--- src/rtl/plm_pkg.sv ---
`default_nettype none

package plm_pkg;

  // Defaults for the top-level parameters.
  localparam int DefMaxPoints = 16;
  localparam int DefDataWidth = 16;

  // Value of the points register after reset.
  localparam int PointsReset = 2;

  // Operation codes of an input word.
  localparam logic OP_LOOKUP = 1'b0;
  localparam logic OP_WRITE  = 1'b1;

  // Controller states.
  typedef enum logic [2:0] {
    S_IDLE,
    S_CHK_FIRST,
    S_CHK_LAST,
    S_SCAN,
    S_MUL,
    S_DIV,
    S_FIN
  } state_t;

  // Source of the table read address.
  typedef enum logic [1:0] {
    ADDR_ZERO,
    ADDR_LAST,
    ADDR_NEXT
  } addr_sel_t;

  // Commands from the controller to the datapath.
  typedef struct packed {
    logic      load_x;
    addr_sel_t addr_sel;
    logic      save_prev;
    logic      p_inc;
    logic      seg_load;
    logic      mul;
    logic      div_step;
    logic      fin_rd;
    logic      fin_interp;
  } cmd_t;

  // Compare results from the datapath to the controller.
  typedef struct packed {
    logic x_le;
    logic x_ge;
    logic x_eq;
    logic p_last;
  } status_t;

endpackage

`default_nettype wire

--- src/rtl/plm_ram.sv ---
`default_nettype none

module plm_ram #(
  parameter int WIDTH = 32,
  parameter int DEPTH = 16,
  localparam int AddrW = (DEPTH > 1) ? $clog2(DEPTH) : 1
) (
  input  wire logic             clk,
  input  wire logic             we,
  input  wire logic [AddrW-1:0] waddr,
  input  wire logic [WIDTH-1:0] wdata,
  input  wire logic [AddrW-1:0] raddr,
  output logic      [WIDTH-1:0] rdata
);

  logic [WIDTH-1:0] mem [DEPTH];

  // One write port and one registered read port.
  always_ff @(posedge clk) begin
    if (we) begin
      mem[waddr] <= wdata;
    end
    rdata <= mem[raddr];
  end

endmodule

`default_nettype wire

--- src/rtl/plm_ctrl.sv ---
`default_nettype none

module plm_ctrl #(
  parameter int DATA_WIDTH = plm_pkg::DefDataWidth
) (
  input  wire logic             clk,
  input  wire logic             rst,
  input  wire logic             start,
  input  wire logic             operation,
  input  wire plm_pkg::status_t status,
  output logic                  busy,
  output plm_pkg::cmd_t         cmd
);

  // The quotient has one bit more than the data.
  localparam int AccW = DATA_WIDTH + 1;
  localparam int CntW = $clog2(AccW);

  plm_pkg::state_t state, state_next;
  logic [CntW-1:0] cnt, cnt_next;

  // State and division step counter.
  always_ff @(posedge clk) begin
    if (rst) begin
      state <= plm_pkg::S_IDLE;
      cnt   <= '0;
    end else begin
      state <= state_next;
      cnt   <= cnt_next;
    end
  end

  assign busy = (state != plm_pkg::S_IDLE);

  // Next state and commands.
  always_comb begin
    state_next = state;
    cnt_next   = cnt;
    cmd        = '0;
    unique case (state)
      plm_pkg::S_IDLE: begin
        if (start && (operation == plm_pkg::OP_LOOKUP)) begin
          cmd.load_x   = 1'b1;
          cmd.addr_sel = plm_pkg::ADDR_ZERO;
          state_next   = plm_pkg::S_CHK_FIRST;
        end
      end
      plm_pkg::S_CHK_FIRST: begin
        if (status.x_le) begin
          cmd.fin_rd = 1'b1;
          state_next = plm_pkg::S_IDLE;
        end else begin
          cmd.save_prev = 1'b1;
          cmd.addr_sel  = plm_pkg::ADDR_LAST;
          state_next    = plm_pkg::S_CHK_LAST;
        end
      end
      plm_pkg::S_CHK_LAST: begin
        if (status.x_ge) begin
          cmd.fin_rd = 1'b1;
          state_next = plm_pkg::S_IDLE;
        end else begin
          cmd.p_inc    = 1'b1;
          cmd.addr_sel = plm_pkg::ADDR_NEXT;
          state_next   = plm_pkg::S_SCAN;
        end
      end
      plm_pkg::S_SCAN: begin
        if (!status.p_last && !status.x_le) begin
          cmd.save_prev = 1'b1;
          cmd.p_inc     = 1'b1;
          cmd.addr_sel  = plm_pkg::ADDR_NEXT;
        end else if (status.x_eq) begin
          cmd.fin_rd = 1'b1;
          state_next = plm_pkg::S_IDLE;
        end else begin
          cmd.seg_load = 1'b1;
          state_next   = plm_pkg::S_MUL;
        end
      end
      plm_pkg::S_MUL: begin
        cmd.mul    = 1'b1;
        cnt_next   = CntW'(AccW - 1);
        state_next = plm_pkg::S_DIV;
      end
      plm_pkg::S_DIV: begin
        cmd.div_step = 1'b1;
        if (cnt == '0) begin
          state_next = plm_pkg::S_FIN;
        end else begin
          cnt_next = cnt - 1'b1;
        end
      end
      plm_pkg::S_FIN: begin
        cmd.fin_interp = 1'b1;
        state_next     = plm_pkg::S_IDLE;
      end
      default: begin
        state_next = plm_pkg::S_IDLE;
      end
    endcase
  end

  // An accepted lookup always makes the block busy.
  a_lookup_busy: assert property (@(posedge clk) disable iff (rst)
    (!busy && start && (operation == plm_pkg::OP_LOOKUP)) |=> busy)
    else $error("lookup accepted but controller stayed idle");

  // The last division step always leads to the final add.
  a_div_end: assert property (@(posedge clk) disable iff (rst)
    (state == plm_pkg::S_DIV && cnt == '0) |=> (state == plm_pkg::S_FIN))
    else $error("division did not end after its last step");

endmodule

`default_nettype wire

--- src/rtl/plm_dp.sv ---
`default_nettype none

module plm_dp #(
  parameter int MAX_POINTS = plm_pkg::DefMaxPoints,
  parameter int DATA_WIDTH = plm_pkg::DefDataWidth,
  localparam int IdxW = $clog2(MAX_POINTS),
  localparam int PtsW = $clog2(MAX_POINTS + 1)
) (
  input  wire logic                         clk,
  input  wire logic                         rst,
  input  wire logic                         start,
  input  wire logic                         busy,
  input  wire plm_pkg::cmd_t                cmd,
  output plm_pkg::status_t                  status,
  input  wire logic                         operation,
  input  wire logic        [IdxW-1:0]       entry_index,
  input  wire logic signed [DATA_WIDTH-1:0] breakpoint_in,
  input  wire logic signed [DATA_WIDTH-1:0] breakpoint_out,
  input  wire logic signed [DATA_WIDTH-1:0] lookup_value,
  input  wire logic                         cfg_wr_en,
  input  wire logic        [PtsW-1:0]       cfg_wr_data,
  output logic                              done,
  output logic signed      [DATA_WIDTH-1:0] mapped_value
);

  localparam int AccW = DATA_WIDTH + 1;

  logic [PtsW-1:0]               points;
  logic signed [DATA_WIDTH-1:0]  x;
  logic [IdxW-1:0]               n_last;
  logic [IdxW-1:0]               p;
  logic signed [DATA_WIDTH-1:0]  prev_in;
  logic signed [DATA_WIDTH-1:0]  prev_out;
  logic signed [DATA_WIDTH-1:0]  y0;
  logic [AccW-1:0]               dx;
  logic [AccW-1:0]               den;
  logic                          dy_neg;
  logic [AccW-1:0]               dy_mag;
  logic [AccW-1:0]               rem;
  logic [AccW-1:0]               lo;

  logic                          accept;
  logic                          wr_en;
  logic [IdxW-1:0]               n_last_next;
  logic [IdxW-1:0]               raddr;
  logic [2*DATA_WIDTH-1:0]       rdata;
  logic signed [DATA_WIDTH-1:0]  rd_in;
  logic signed [DATA_WIDTH-1:0]  rd_out;
  logic signed [AccW-1:0]        dx_full;
  logic signed [AccW-1:0]        den_full;
  logic signed [AccW-1:0]        dy_full;
  logic [2*AccW-1:0]             prod;
  logic [AccW:0]                 trial;
  logic                          q_bit;
  logic [AccW-1:0]               sum;

  assign accept = start && !busy;

  // Table writes happen in the accept cycle; indexes past the table are dropped.
  assign wr_en = accept && (operation == plm_pkg::OP_WRITE)
                 && ({1'b0, entry_index} < (IdxW + 1)'(MAX_POINTS));

  plm_ram #(
    .WIDTH (2 * DATA_WIDTH),
    .DEPTH (MAX_POINTS)
  ) u_ram (
    .clk   (clk),
    .we    (wr_en),
    .waddr (entry_index),
    .wdata ({breakpoint_in, breakpoint_out}),
    .raddr (raddr),
    .rdata (rdata)
  );

  assign rd_in  = rdata[2*DATA_WIDTH-1:DATA_WIDTH];
  assign rd_out = rdata[DATA_WIDTH-1:0];

  // Read address for the next cycle.
  always_comb begin
    unique case (cmd.addr_sel)
      plm_pkg::ADDR_ZERO: raddr = '0;
      plm_pkg::ADDR_LAST: raddr = n_last;
      plm_pkg::ADDR_NEXT: raddr = p + 1'b1;
      default:            raddr = '0;
    endcase
  end

  // Index of the last entry in use, with the count held to its legal range.
  always_comb begin
    if (points < PtsW'(2)) begin
      n_last_next = IdxW'(1);
    end else if (points > PtsW'(MAX_POINTS)) begin
      n_last_next = IdxW'(MAX_POINTS - 1);
    end else begin
      n_last_next = IdxW'(points - 1'b1);
    end
  end

  // Compares of the sample against the entry just read.
  assign status.x_le   = (x <= rd_in);
  assign status.x_ge   = (x >= rd_in);
  assign status.x_eq   = (x == rd_in);
  assign status.p_last = (p == n_last);

  // Segment differences, one bit wider than the data.
  assign dx_full  = AccW'(x) - AccW'(prev_in);
  assign den_full = AccW'(rd_in) - AccW'(prev_in);
  assign dy_full  = AccW'(rd_out) - AccW'(prev_out);

  assign prod = (2 * AccW)'(dx) * (2 * AccW)'(dy_mag);

  // One restoring division step: the quotient bits shift into lo.
  assign trial = {rem, lo[AccW-1]};
  assign q_bit = (trial >= {1'b0, den});

  assign sum = dy_neg ? (AccW'(y0) - lo) : (AccW'(y0) + lo);

  // Points register.
  always_ff @(posedge clk) begin
    if (rst) begin
      points <= PtsW'(plm_pkg::PointsReset);
    end else if (cfg_wr_en) begin
      points <= cfg_wr_data;
    end
  end

  // Search registers.
  always_ff @(posedge clk) begin
    if (cmd.load_x) begin
      x      <= lookup_value;
      n_last <= n_last_next;
      p      <= '0;
    end else if (cmd.p_inc) begin
      p <= p + 1'b1;
    end
    if (cmd.save_prev) begin
      prev_in  <= rd_in;
      prev_out <= rd_out;
    end
  end

  // Interpolation registers.
  always_ff @(posedge clk) begin
    if (cmd.seg_load) begin
      y0     <= prev_out;
      dx     <= dx_full;
      den    <= den_full;
      dy_neg <= dy_full[AccW-1];
      dy_mag <= dy_full[AccW-1] ? (AccW'(0) - dy_full) : dy_full;
    end
    if (cmd.mul) begin
      rem <= prod[2*AccW-1:AccW];
      lo  <= prod[AccW-1:0];
    end else if (cmd.div_step) begin
      rem <= q_bit ? AccW'(trial - {1'b0, den}) : trial[AccW-1:0];
      lo  <= {lo[AccW-2:0], q_bit};
    end
  end

  // Result word and its strobe.
  always_ff @(posedge clk) begin
    if (cmd.fin_rd) begin
      mapped_value <= rd_out;
    end else if (cmd.fin_interp) begin
      mapped_value <= sum[DATA_WIDTH-1:0];
    end
  end

  always_ff @(posedge clk) begin
    if (rst) begin
      done <= 1'b0;
    end else begin
      done <= cmd.fin_rd || cmd.fin_interp;
    end
  end

  // A result word only follows a cycle of lookup work.
  a_done_busy: assert property (@(posedge clk) disable iff (rst)
    done |-> $past(busy))
    else $error("result strobe without a lookup in progress");

  // The search never steps past the last entry in use.
  a_scan_bound: assert property (@(posedge clk) disable iff (rst)
    cmd.p_inc |-> !status.p_last)
    else $error("search pointer stepped past the last entry");

  // The partial remainder stays below the divisor during division.
  a_rem_bound: assert property (@(posedge clk) disable iff (rst)
    cmd.div_step |-> (rem < den))
    else $error("division remainder not below divisor");

endmodule

`default_nettype wire

--- src/rtl/piecewise_linear_map.sv ---
`default_nettype none

// Piecewise-linear map through a table of breakpoint pairs.
// An input word is taken when start is high and busy is low. With operation
// set to write, breakpoint_in and breakpoint_out are stored at entry_index in
// that same cycle; no result follows and busy stays low. With operation set
// to lookup, lookup_value is mapped and one result word appears on
// mapped_value, marked by done for exactly one cycle; the receiver cannot
// stall it. A lookup either clamps at the first or the last breakpoint, ends
// on an exact breakpoint found by the search, or interpolates (a multiply
// step plus DATA_WIDTH + 1 restoring division steps). The breakpoint search
// reads the single table read port once per cycle. Busy is high from the
// cycle after a lookup is accepted until done is raised, so the next word can
// be taken in the cycle that carries done. Register points is written with
// cfg_wr_en and cfg_wr_data; the user must write it only while the block is
// idle, which the block itself does not enforce. Reset sets points to 2 and
// returns to idle; the table keeps no reset value and must be written before
// it is read.
module piecewise_linear_map #(
  parameter int MAX_POINTS = plm_pkg::DefMaxPoints,
  parameter int DATA_WIDTH = plm_pkg::DefDataWidth,
  localparam int IdxW = $clog2(MAX_POINTS),
  localparam int PtsW = $clog2(MAX_POINTS + 1)
) (
  input  wire logic                         clk,
  input  wire logic                         rst,
  input  wire logic                         start,
  output logic                              busy,
  input  wire logic                         operation,
  input  wire logic        [IdxW-1:0]       entry_index,
  input  wire logic signed [DATA_WIDTH-1:0] breakpoint_in,
  input  wire logic signed [DATA_WIDTH-1:0] breakpoint_out,
  input  wire logic signed [DATA_WIDTH-1:0] lookup_value,
  input  wire logic                         cfg_wr_en,
  input  wire logic        [PtsW-1:0]       cfg_wr_data,
  output logic                              done,
  output logic signed      [DATA_WIDTH-1:0] mapped_value
);

  plm_pkg::cmd_t    cmd;
  plm_pkg::status_t status;

  // Sequencer for the search and the serial division.
  plm_ctrl #(
    .DATA_WIDTH (DATA_WIDTH)
  ) u_ctrl (
    .clk       (clk),
    .rst       (rst),
    .start     (start),
    .operation (operation),
    .status    (status),
    .busy      (busy),
    .cmd       (cmd)
  );

  // Table, compares, multiplier and divider.
  plm_dp #(
    .MAX_POINTS (MAX_POINTS),
    .DATA_WIDTH (DATA_WIDTH)
  ) u_dp (
    .clk            (clk),
    .rst            (rst),
    .start          (start),
    .busy           (busy),
    .cmd            (cmd),
    .status         (status),
    .operation      (operation),
    .entry_index    (entry_index),
    .breakpoint_in  (breakpoint_in),
    .breakpoint_out (breakpoint_out),
    .lookup_value   (lookup_value),
    .cfg_wr_en      (cfg_wr_en),
    .cfg_wr_data    (cfg_wr_data),
    .done           (done),
    .mapped_value   (mapped_value)
  );

endmodule

`default_nettype wire
--- config.mk ---
export PLATFORM = sky130hd
export DESIGN_NAME = piecewise_linear_map
export DESIGN_NICKNAME = d
export VERILOG_FILES = /design/src/rtl/plm_pkg.sv /design/src/rtl/plm_ram.sv /design/src/rtl/plm_ctrl.sv /design/src/rtl/plm_dp.sv /design/src/rtl/piecewise_linear_map.sv
export SDC_FILE = /design/constraint.sdc
export NUM_CORES = 2
export LEC_CHECK = 0
export ABC_AREA = 1
export BUFFER_PORTS_ARGS = -buffer_cell sky130_fd_sc_hd__buf_2
export CORE_ASPECT_RATIO = 0.6
export CORE_UTILIZATION = 24
export DETAILED_ROUTE_END_ITERATION = 7
export HOLD_SLACK_MARGIN = 0.12
export PLACE_DENSITY = 0.5
export SLEW_MARGIN = 20
export SYNTH_ARGS = -nofsm -noshare
export SYNTH_HDL_FRONTEND = slang
export SYNTH_SLANG_ARGS = --single-unit
--- constraint.sdc ---
create_clock -name clk -period 11.6 [get_ports clk]
set_input_delay 0.58 -clock clk [delete_from_list [all_inputs] [get_ports clk]]
set_output_delay 0.58 -clock clk [all_outputs]
set_load 0.01 [all_outputs]
==> results.md <==
- Worst slew pin tran: 1.140 ns
- Die Ht: 328.1 um
- # placed instances: 6,408
- Crit path to: u_dp.rem[9]
- Async set-reset flop share out of synthesis: 0%
- Initial Util: 24.21%
- Most common cell on crit path: fa_1
- P&R area growth vs syn: 12.43%
- HP Class: in2reg
- Slack of the worst reg-to-reg path: 4.63 ns
- Commonest non-fill, non-tap cell in the layout: nand2_1
- DP Area: between 40,000 and 50,000 um2
- Mean area per synthesized cell: 10.33 um2
- Vias in the first global route: 28,060
- Met3 wire len: 9772 um
- RSZ-0062 raised after global routing: false
- Crit-path slowest cell: edfxtp_1
- Worst r2r src: u_dp.dy_mag[10]
- R2R depth: 20
- WL final: 124,000 um
- Outcome: finished with violations
- Reg2reg end: u_dp.rem[9]
- Routed WL per cell: 18.96 um
- Setup TNS: 0 ns
- Initial antenna violation count: 3
- Worst path depth: 20
- Final period util: 60.10%
- Residual DRC: 5
- Final hold slack: around 0.16 ns
- Clk root buf: clkbuf_16
- Post-synth EDFFs: 682
- Total track usage: between 10 and 15%
- Fmax: 143.4 MHz
- Die footprint: 179,000 um2
- Total gr overflow: 0
- Final ANT Viol Nets: 0
- Power Dens Cells: 198.0 nW/um2
- Crit path DAT: between 7 and 8 ns
- Yosys top cell area share: 48.15%
- Clock sink total: 732
- Nets: 4,633
- Drt first pass iters: 7
- Syn nets: 4,620
- Final setup fails: 0
- Max Buffers Root-to-Sink: 3
- Post-synth top flop: edfxtp_1
- Core Box Area: 175,700 um2
- Power, Total: 9.469 mW
- Sequential power share: between 30% and 40%
- Static Leak: between 15 and 20 nW
- Int Power: about 5.5 mW
- Clock Latency Late Sink: ~0.64 ns
- Critical path origin: u_dp.dy_mag[10]
- CTS tree: built
- Ports: 80
- TritonCTS buffer count: 67
- Metal-1 WL: 65,510 um
- Largest net degree at the start of global routing: 201
- Yosys top cell by area: edfxtp_1
- Seq/Total Area, Yosys: between 50% and 60%
- Crit path buf inv count: 4
- H-tree levels: 3
- Cell Count, Final, Fillers Out: approximately 6,500
- Critical Setup Path Class: reg2reg
- Reg area: between 20,000 and 25,000 um2
- Max-cap violations: 0
- Clock skew: roughly 0.040 ns
- Metal2 WL: 47,030 um
- Clock share of power: 23.5%
- Failing checks: design-rule violations
- Post-synth cell types: 47
- Min cycle time layout: 6.971 ns
- Critical path peak fanout: 17
- Worst vdd ir: 0.2330 mV
- Switching Share: 41.59%
- Data required time at the worst endpoint: 11.99 ns
- Port Buf Inserts: 79
- Commonest non-fill, non-tap cells in the layout: nand2_1, edfxtp_1, inv_1, o21ai_0, nor2_1
- PostCTS Resize Cnt: 0
- Max incr delay on CP: about 1.0 ns
- Synthesis Warnings: 0
- Vias/cell: 4.477
- Share of layout cells above drive strength 1: under 10%
- # rows: 119
- DR vias: about 29,000
- Logic pwr share: a little over two fifths
- Cell-by-cell trace of the critical path: nand2_1 -> fa_1 -> fa_1 -> inv_1 -> fa_1 -> fa_1 -> fa_1 -> inv_1 -> fa_1 -> inv_1 -> ha_1 -> nand2_1 -> nor2_1 -> inv_1 -> nor3_1 -> nand2_1 -> o211ai_1 -> a21oi_1 -> o21ai_0 -> o21ai_0
- Kind of cell with the highest combined delay on the critical path: adder cells
- CP endpoint kind: register
- Final Hold Vio Count: 0
- Die X: ~550 um
- Post-Synthesis Cells: 4,117
- First-pass GRT wire length: roughly 180,000 um
- Slew Limit Fails: 0
- Mapped Area: 42,530 um2
- Worst slew margin: 23.99%
- Fillers: 18,490
- Top post-synthesis cells by area: edfxtp_1, fa_1, ha_1, nand2_1, inv_1
- Synthesized flop and latch total: 732
- Drt initial violations: approximately 2,700
- Sw Pwr: 3.938 mW
- Area of the multi-input gates: 18,080 um2
- Hpwl dp: 83,780 um
- Final Cell Area: between 40,000 and 50,000 um2
- Worst setup SP type: register
- Worst-path clk slew: 0.08 ns
- Setup Fix Bufs, Post-CTS: 0
- Routability-driven placement congestion ratio: 0.8892
- Max layer used: met5
- # diodes: 0
==> Yosys cell counts (4+ instances only) <==
master	number
o221ai_1	91
a21oi_1	135
edfxtp_1	682
fa_1	229
nor2_1	289
nor4_1	5
buf_4	4
a21boi_0	11
a21o_1	14
ha_1	212
or2_2	118
nor3_1	20
nand2_1	700
xor2_1	70
nand4_1	15
clkbuf_1	157
inv_1	634
dfxtp_1	50
o21ai_0	360
o211ai_1	38
xnor2_1	32
o22ai_1	35
nand3_1	124
mux2i_1	14
o21bai_1	6
buf_2	16
a31oi_1	9
nand3b_1	11
and3_1	4
==> per-layer routing <==
metal	global-route usage (%)	vias up
li1	-	13810
met1	22.26	14430
met2	18.03	950
met3	3.031	94
met4	2.192	2
met5	0.2878	-
==> final cells by class <==
type,count,area share [%]
repair buffers,126,1.690
inverters,638,5.024
flip-flops and latches,732,44.92
clock buffers,76,3.598
well taps,2359,6.172
multi-input cells,2565,37.81
clock inverters,44,0.7823
==> worst reg2reg max path: stages (launching register included) <==
cell      delay, ns
edfxtp_1       1.03
nand2_1        0.22
fa_1           0.57
fa_1           0.52
inv_1          0.05
fa_1           0.47
fa_1           0.52
fa_1           0.54
inv_1          0.05
fa_1           0.53
inv_1          0.04
ha_1           0.41
nand2_1        0.15
nor2_1         0.16
inv_1          0.08
nor3_1         0.41
nand2_1        0.09
o211ai_1       0.56
a21oi_1        0.13
o21ai_0        0.10
o21ai_0        0.11
==> sequential cells by signal, indices dropped and copies added (netlist names), 16 cells and up <==
name               cells
u_dp.dx               17
u_dp.prev_out         16
u_dp.u_ram.rdata      32
u_dp.dy_mag           17
u_dp.x                16
u_dp.y0               16
u_dp.mapped_value     16
u_dp.den              17
u_dp.u_ram.mem       512
u_dp.lo               17
u_dp.prev_in          16
u_dp.rem              17
==> cell families (layout without fill, tap and decap cells) <==
group	Yosys count	count (layout)	synth area share, %
mux	14	14	0.3294
buf+inv	820	884	7.354
xor+xnor	102	102	2.100
fa+ha+maj	441	441	17.01
simple gates	1293	1293	12.82
compound gates	715	715	9.884
flops	732	732	50.50
==> power groups by stage <==
stage | registers [mW] | logic, mW | clock network [mW]
floorplan | 3.14 | 2.70 | 0
global placement | 3.20 | 4.03 | 0
detailed placement | 3.21 | 4.00 | 0
CTS | 3.15 | 4.03 | 2.27
global route | 3.16 | 4.55 | 2.38
finish | 3.15 | 4.10 | 2.22
==> timing repair <==
action | CTS | global route
setup endpoints to repair | 0 | 0
hold buffers | 11 | 0
endpoints found under the hold margin | 11 | 0
==> through the flow <==
stage | utilization (%) | worst slack [ns]
finish | 27.22 | 4.629
global route | 27.22 | 4.319
CTS | 27.20 | 4.809
detailed placement | 25.95 | 4.826
global placement | 25.95 | 4.764
floorplan | - | 5.856
==> worst min-delay path by stage <==
stage | start | end | slack (ns) | cells past startpoint
3_5_place_dp | u_dp.u_ram.rdata[0] | u_dp.prev_out[0] | 0.44 | 0
2_1_floorplan | u_dp.u_ram.rdata[0] | u_dp.prev_out[0] | 0.41 | 0
6_report | cfg_wr_data[4] | u_dp.points[4] | 0.16 | 3
3_3_place_gp | u_dp.u_ram.rdata[0] | u_dp.prev_out[0] | 0.42 | 0
4_1_cts | cfg_wr_data[4] | u_dp.points[4] | 0.12 | 3
5_1_grt | cfg_wr_data[4] | u_dp.points[4] | 0.15 | 3
No activity file was read; power rests on OpenSTA's default activity.
